File: config.mk
export PLATFORM = sky130hd
export DESIGN_NAME = sbf_cell
export DESIGN_NICKNAME = d
export VERILOG_FILES = /design/src/rtl/sbf_pkg.sv /design/src/rtl/sbf_cell.sv
export SDC_FILE = /design/constraint.sdc
export NUM_CORES = 1
export LEC_CHECK = 0
export BUFFER_PORTS_ARGS = -buffer_cell sky130_fd_sc_hd__buf_4
export CORE_AREA = 2 2 186 188
export DETAILED_ROUTE_END_ITERATION = 7
export DIE_AREA = 0 0 188 190
export PLACE_DENSITY = 0.57
export SYNTH_ARGS = -nofsm -noshare
export SYNTH_HDL_FRONTEND = slang
export SYNTH_SLANG_ARGS = --single-unit
File: constraint.sdc
create_clock -name clk -period 3.58 [get_ports clk]
set_clock_uncertainty 0.05 [all_clocks]
set_input_delay 0.358 -clock clk [delete_from_list [all_inputs] [get_ports clk]]
set_output_delay 0.358 -clock clk [all_outputs]
set_load 0.01 [all_outputs]
File: src/rtl/sbf_pkg.sv
// Shared types and codes for the store buffer with load forwarding.
`default_nettype none
package sbf_pkg;
	localparam int ADDR_W = 48;
	localparam int LEN_W  = 4;
	localparam int DATA_W = 64;
	localparam int NBYTES = 8;

	localparam logic [1:0] CMD_STORE = 2'd0;
	localparam logic [1:0] CMD_LOAD  = 2'd1;
	localparam logic [1:0] CMD_DONE  = 2'd2;
	localparam logic [1:0] CMD_FLUSH = 2'd3;

	localparam logic [2:0] KIND_QUEUED    = 3'd0;
	localparam logic [2:0] KIND_ISSUE     = 3'd1;
	localparam logic [2:0] KIND_FORWARD   = 3'd2;
	localparam logic [2:0] KIND_RETRY     = 3'd3;
	localparam logic [2:0] KIND_LOAD_DONE = 3'd4;
	localparam logic [2:0] KIND_DRAINED   = 3'd5;
	localparam logic [2:0] KIND_FLUSH_ACK = 3'd6;
	localparam logic [2:0] KIND_REJECT    = 3'd7;

	typedef struct packed {
		logic [ADDR_W-1:0] addr;
		logic [LEN_W-1:0]  len;
		logic [DATA_W-1:0] data;
	} entry_t;

	typedef struct packed {
		logic [ADDR_W-1:0] addr;
		logic [LEN_W-1:0]  len;
	} query_t;

	typedef struct packed {
		logic              line_hit;
		logic [NBYTES-1:0] byte_hit;
		logic [DATA_W-1:0] bytes;
	} match_t;
endpackage
`default_nettype wire

File: src/rtl/sbf_cell.sv
// One store buffer cell: holds a store and matches it against the current load.
`default_nettype none
module sbf_cell #(
	parameter int LINE_BYTES = 64
) (
	input  wire logic            clk,
	input  wire logic            wr_en,
	input  wire sbf_pkg::entry_t wr_entry,
	input  wire logic            shift_en,
	input  wire sbf_pkg::entry_t nbr_entry,
	input  wire sbf_pkg::query_t query,
	output sbf_pkg::entry_t      entry,
	output sbf_pkg::match_t      hit
);
	localparam int OFFW = $clog2(LINE_BYTES);

	sbf_pkg::entry_t entry_q;

	always_ff @(posedge clk) begin
		if (wr_en) begin
			entry_q <= wr_entry;
		end else if (shift_en) begin
			entry_q <= nbr_entry;
		end
	end

	assign entry = entry_q;

	always_comb begin
		logic [OFFW:0] o;
		logic [OFFW:0] e_lo;
		logic [OFFW:0] e_hi;
		logic [OFFW:0] b;
		logic          line;
		logic          inr;
		line = entry_q.addr[sbf_pkg::ADDR_W-1:OFFW] == query.addr[sbf_pkg::ADDR_W-1:OFFW];
		e_lo = (OFFW+1)'(entry_q.addr[OFFW-1:0]);
		e_hi = e_lo + (OFFW+1)'(entry_q.len);
		hit.line_hit = line;
		for (int j = 0; j < sbf_pkg::NBYTES; j++) begin
			o = (OFFW+1)'(query.addr[OFFW-1:0]) + (OFFW+1)'(j);
			inr = (sbf_pkg::LEN_W'(j) < query.len) && (o >= e_lo) && (o < e_hi);
			b = o - e_lo;
			hit.byte_hit[j] = inr && line;
			hit.bytes[j*8 +: 8] = entry_q.data[b[2:0]*8 +: 8];
		end
	end
endmodule
`default_nettype wire

# Word-level counts from Yosys, hierarchy flattened
# Index checks and enable logic that the tools add are counted.
dict set report classes {
  bitwise_logic 0
  muxes 2
  eq_ne 1
  n_reduce_logical 25
  magnitude_cmp 24
  mul 0
  shifts 8
  n_div 0
  add_sub_neg 16
}
# operator count
set op_table {}
lappend op_table {{64-bit by 7-bit variable part select with 8-bit output} 8}
lappend op_table {{116-bit two-way mux} 2}
lappend op_table {{7-bit by 6-bit greater-or-equal comparator with 1-bit output} 7}
lappend op_table {{7-bit less-than comparator} 7}
lappend op_table {{42-bit equality test} 1}
lappend op_table {{6-bit by 3-bit adder with 7-bit output (second input constant)} 4}
lappend op_table {{1-bit logical AND} 24}
lappend op_table {{3-bit subtractor} 8}
lappend op_table {{3-bit by 4-bit less-than comparator with 1-bit output (first input constant)} 4}
lappend op_table {{6-bit by 2-bit adder with 7-bit output (second input constant)} 2}
lappend op_table {{1-bit by 4-bit less-than comparator with 1-bit output (first input constant)} 2}
lappend op_table {{2-bit by 4-bit less-than comparator with 1-bit output (first input constant)} 2}
lappend op_table {{6-bit by 1-bit adder with 7-bit output (second input constant)} 1}
lappend op_table {{6-bit by 4-bit adder with 7-bit output} 1}
lappend op_table {{6-bit by 7-bit less-than comparator with 1-bit output} 1}
lappend op_table {{6-bit greater-or-equal comparator} 1}
lappend op_table {{2-bit nonzero test} 1}
dict set report totals {
  latchBits 0
  romBits 0
  word_cells 79
  mem_count 0
  ff_bits 116
  ram_bits 0
  inputBits 287
  output_inout_bits 189
}

# Longest topological paths before layout
dict set report logic_depth {
  depth_word 5
  depth_mapped 12
  mapped_depth_nobuf 12
}

# Worst setup path after synthesis
# Ideal clock, no wire load.
dict set report synth_path {
  path_type {register to output}
  from {register entry_q, in the netlist entry[69]}
  to {output port hit[65] (netlist name)}
  path_buffers 0
  t_required_ns 3.172
  arrival_time_ns 3.133
  path_slack_ns 0.039
  path_stages_with_launch 12
  path_cell_list {edfxtp_1 > ha_1 > a21oi_1 > nor2b_1 > nor2_1 > xor2_1 > ha_1 > a21oi_1 > o21ai_0 > maj3_2 > maj3_2 > a221oi_2}
}
# item line_no
set synth_lines {}
lappend synth_lines {{from (decl)} sbf_cell.sv:17} ;# sbf_pkg::entry_t entry_q;
lappend synth_lines {{from (signal assigned)} sbf_cell.sv:21} ;# entry_q <= wr_entry;
lappend synth_lines {{from (signal assigned)} sbf_cell.sv:23} ;# entry_q <= nbr_entry;
lappend synth_lines {{to (decl)} sbf_cell.sv:13} ;# output sbf_pkg::match_t hit

==> summary.md <==
| Metric | Value |
|---|---|
| Syn Inst Count | around 800 |
| # IOs | around 480 |
| Setup violators final | 6 |
| Post-Syn Area per Cell | around 13 um^2 |
| Layout cells sized above 1 | 64.36% |
| Commonest non-fill, non-tap cell in the layout | buf_4 |
| Peak VDD IR | 0.0004553 V |
| WS Path Type | reg2out |
| DR iter-0 viols | approximately 380 |
| Top cells by area, synth | edfxtp_1 35%, mux2_2 18%, mux4_2 14% |
| H-tree levels | 4 |
| Clock-pin slew on the worst setup and hold paths | 70 ps |
| Total grt overflow | 0 |
| Critical Path Sink | hit[66] |
| Buffers on Ports | 475 |
| Worst setup SP type | register |
| Die footprint | between 0.03 and 0.04 mm^2 |
| Failing checks | setup timing |
| CTS tree | built |
| Max-slew violations | 0 |
| Post-synth ARST share | 0% |
| Nets@finish | 1670 |
| Hold slack | approximately 170 ps |
| Netlist Area Pre-Place | between 0.01 and 0.015 mm^2 |
| Critical Path Source | entry[65]$_DFFE_PP_ |
| Pin count of the biggest net entering global routing | around 120 |
| Synth top area share | 34.68% |
| First-pass GRT wire length | slightly below 60000 um |
| CORE AREA | 0.03395 mm^2 |
| Worst Max-Slew Pin Slew | about 760 ps |
| Total power | 7689 uW |
| Leak | 0.006660 uW |
| Fin crit share | 103.0% |
| Outcome | finished with violations |
| EDFF count, synth | roughly 120 |
| Via count | about 8800 |
| Vias in the first global route | ~9200 |
| Num CTS Buffers | 17 |
| Final core utilization | a little under half |
| DP HPWL | 32170 um |
| Sequence of cells on the critical path | buf_6 > ha_4 > a21oi_4 > nor2b_1 > nor2_1 > xor2_1 > buf_6 > ha_1 > and2_1 > o21ai_0 > o21ai_1 > o21ai_1 > nand3_1 > a2111oi_4 > buf_4 |
| CP arrival | between 3000 and 4000 ps |
| Slowest CP cell | edfxtp_1 |
| Tmin final | 3688 ps |
| Final ANT Viol Nets | 0 |
| # hold bufs at CTS | 0 |
| Vias/cell | 4.976 |
| Critical Path Fanout Max | 7 |
| Clock Tree Buf Depth | 2 |
| Overall routing resource usage | 22.25% |
| Register area share after synthesis | between 30% and 40% |
| Clock Sinks | 116 |
| Final GP Congestion | 0.9142 |
| Routed WL | between 40000 and 50000 um |
| Synth Flop Type | edfxtp_1 |
| Most frequent cells in the layout | 513 x buf_4, 161 x mux2_2, 116 x edfxtp_1 |
| Warnings from Yosys | 0 |
| Die Wd | 188 um |
| Initial antenna violation count | 5 |
| Dominant cell type by area after synthesis | edfxtp_1 |
| P&R area growth vs syn | 53.62% |
| Remaining DRCs | 0 |
| DR WL/cell | ~23 um |
| Rel. slew slack | ~49% |
| Unrepaired setup endpoints after global routing | true |
| Cell Rows | between 60 and 70 |
| Max FFs per register | roughly 120 |
| Final hold viol count | 0 |
| Slowest stage delay, CP | approximately 400 ps |
| Root Driver | clkbuf_16 |
| Power Density | approximately 500 mW/mm^2 |
| CP endpoint kind | primary output |
| Initial core utilization | around 30% |
| Max capacitance violation total | 0 |
| PnR worst setup slack | -107.9 ps |
| DR pass1 iterations | 5 |
| Hold Crit Class | in2reg |
| Setup TNS | -495.5 ps |
| Post-synth cell types | 55 |
| Synth Net Count | between 1000 and 1500 |
| Die H | approximately 190 um |
| Maximum clock frequency | between 200 and 300 MHz |
| FF+latch count, synth | roughly 120 |
| CP required | approximately 3200 ps |
-- report_power, final --
part           internal (uW)  switching, uW  total, uW
Sequential              1680            189       1870
Combinational           2220           1940       4160
Clock                    954            704       1660
Total                   4850           2830       7690
-- Yosys cell counts, types with 5 or more instances --
cell and n:
mux4_2 64, nand2_1 73, mux2_2 164, nor4_1 10, nand3_1 12, maj3_2 6
ha_1 78, fa_1 5, xnor2_1 18, o21ai_0 20, clkbuf_1 16, buf_2 14
edfxtp_1 116, a21oi_1 33, inv_1 16, xor2_1 57, nor2_1 20, a21o_1 5
-- routing by layer --
layer / track usage [%] / up-vias / share of wire, %
met5: 0 / - / 0.076
met4: 5.966 / 4 / 1.4
met3: 7.176 / 33 / 7.7
met2: 39.75 / 315 / 52
met1: 25.57 / 4384 / 39
li1: - / 4072 / -
-- final cells by class --
cell class,instances,area (um^2)
antenna,2,5.005
clock buffer,17,425.4
clock inverter,15,130.1
fill,3190,18520
inverter,17,63.81
multi-input combinational,618,6605
sequential,116,3483
tap,455,569.3
timing repair buffer,530,4149
-- how the worst min path moves through the flow --
stage	from	endpoint	slack [ps]	cells after the start
after floorplan	nbr_entry[106]	entry[106]$_DFFE_PP_	530	1
after global placement	nbr_entry[95]	entry[95]$_DFFE_PP_	610	2
after detailed placement	nbr_entry[43]	entry[43]$_DFFE_PP_	610	2
after CTS	wr_entry[100]	entry[100]$_DFFE_PP_	140	2
after global routing	nbr_entry[100]	entry[100]$_DFFE_PP_	150	2
final	wr_entry[115]	entry[115]$_DFFE_PP_	170	2
-- kinds of logic (layout without fill, tap and decap cells) --
logic type	count (synthesis)	after routing	synth area share, %
multiplexers	228	228	32.74
AND/OR/NAND/NOR	139	139	6.540
flip-flops	116	116	34.68
adder cells (fa/ha/maj)	92	92	11.68
AO/OA/AOI/OAI	83	83	5.207
XOR/XNOR	76	76	6.814
buffers and inverters	52	579	2.342
other	0	2	0
-- metrics by stage --
step	instance area [um^2]	std cells	setup slack [ps]
2_1_floorplan	10040	786	38.95
3_3_place_gp	14350	1710	144.9
3_5_place_dp	14350	1710	122.1
4_1_cts	15110	1751	-110.8
5_1_grt	15430	1770	-297.4
6_report	15430	1770	-107.9
-- critical path, delay by kind of cell, from the launching register on --
family          cells  cell delay (ps)
compound gates      5              840
buf+inv             3              490
simple gates        4              470
fa+ha+maj           2              460
flops               1              400
xor+xnor            1              190
-- what timing repair did --
| item | in CTS | in global routing |
|---|---|---|
| buffers inserted | 9 | 17 |
| setup endpoints to repair | 7 | 24 |
| resized for setup | 32 | 21 |
| pin swaps | 26 | 19 |
| gates cloned | 0 | 2 |
Power figures use the tool's default switching activity.
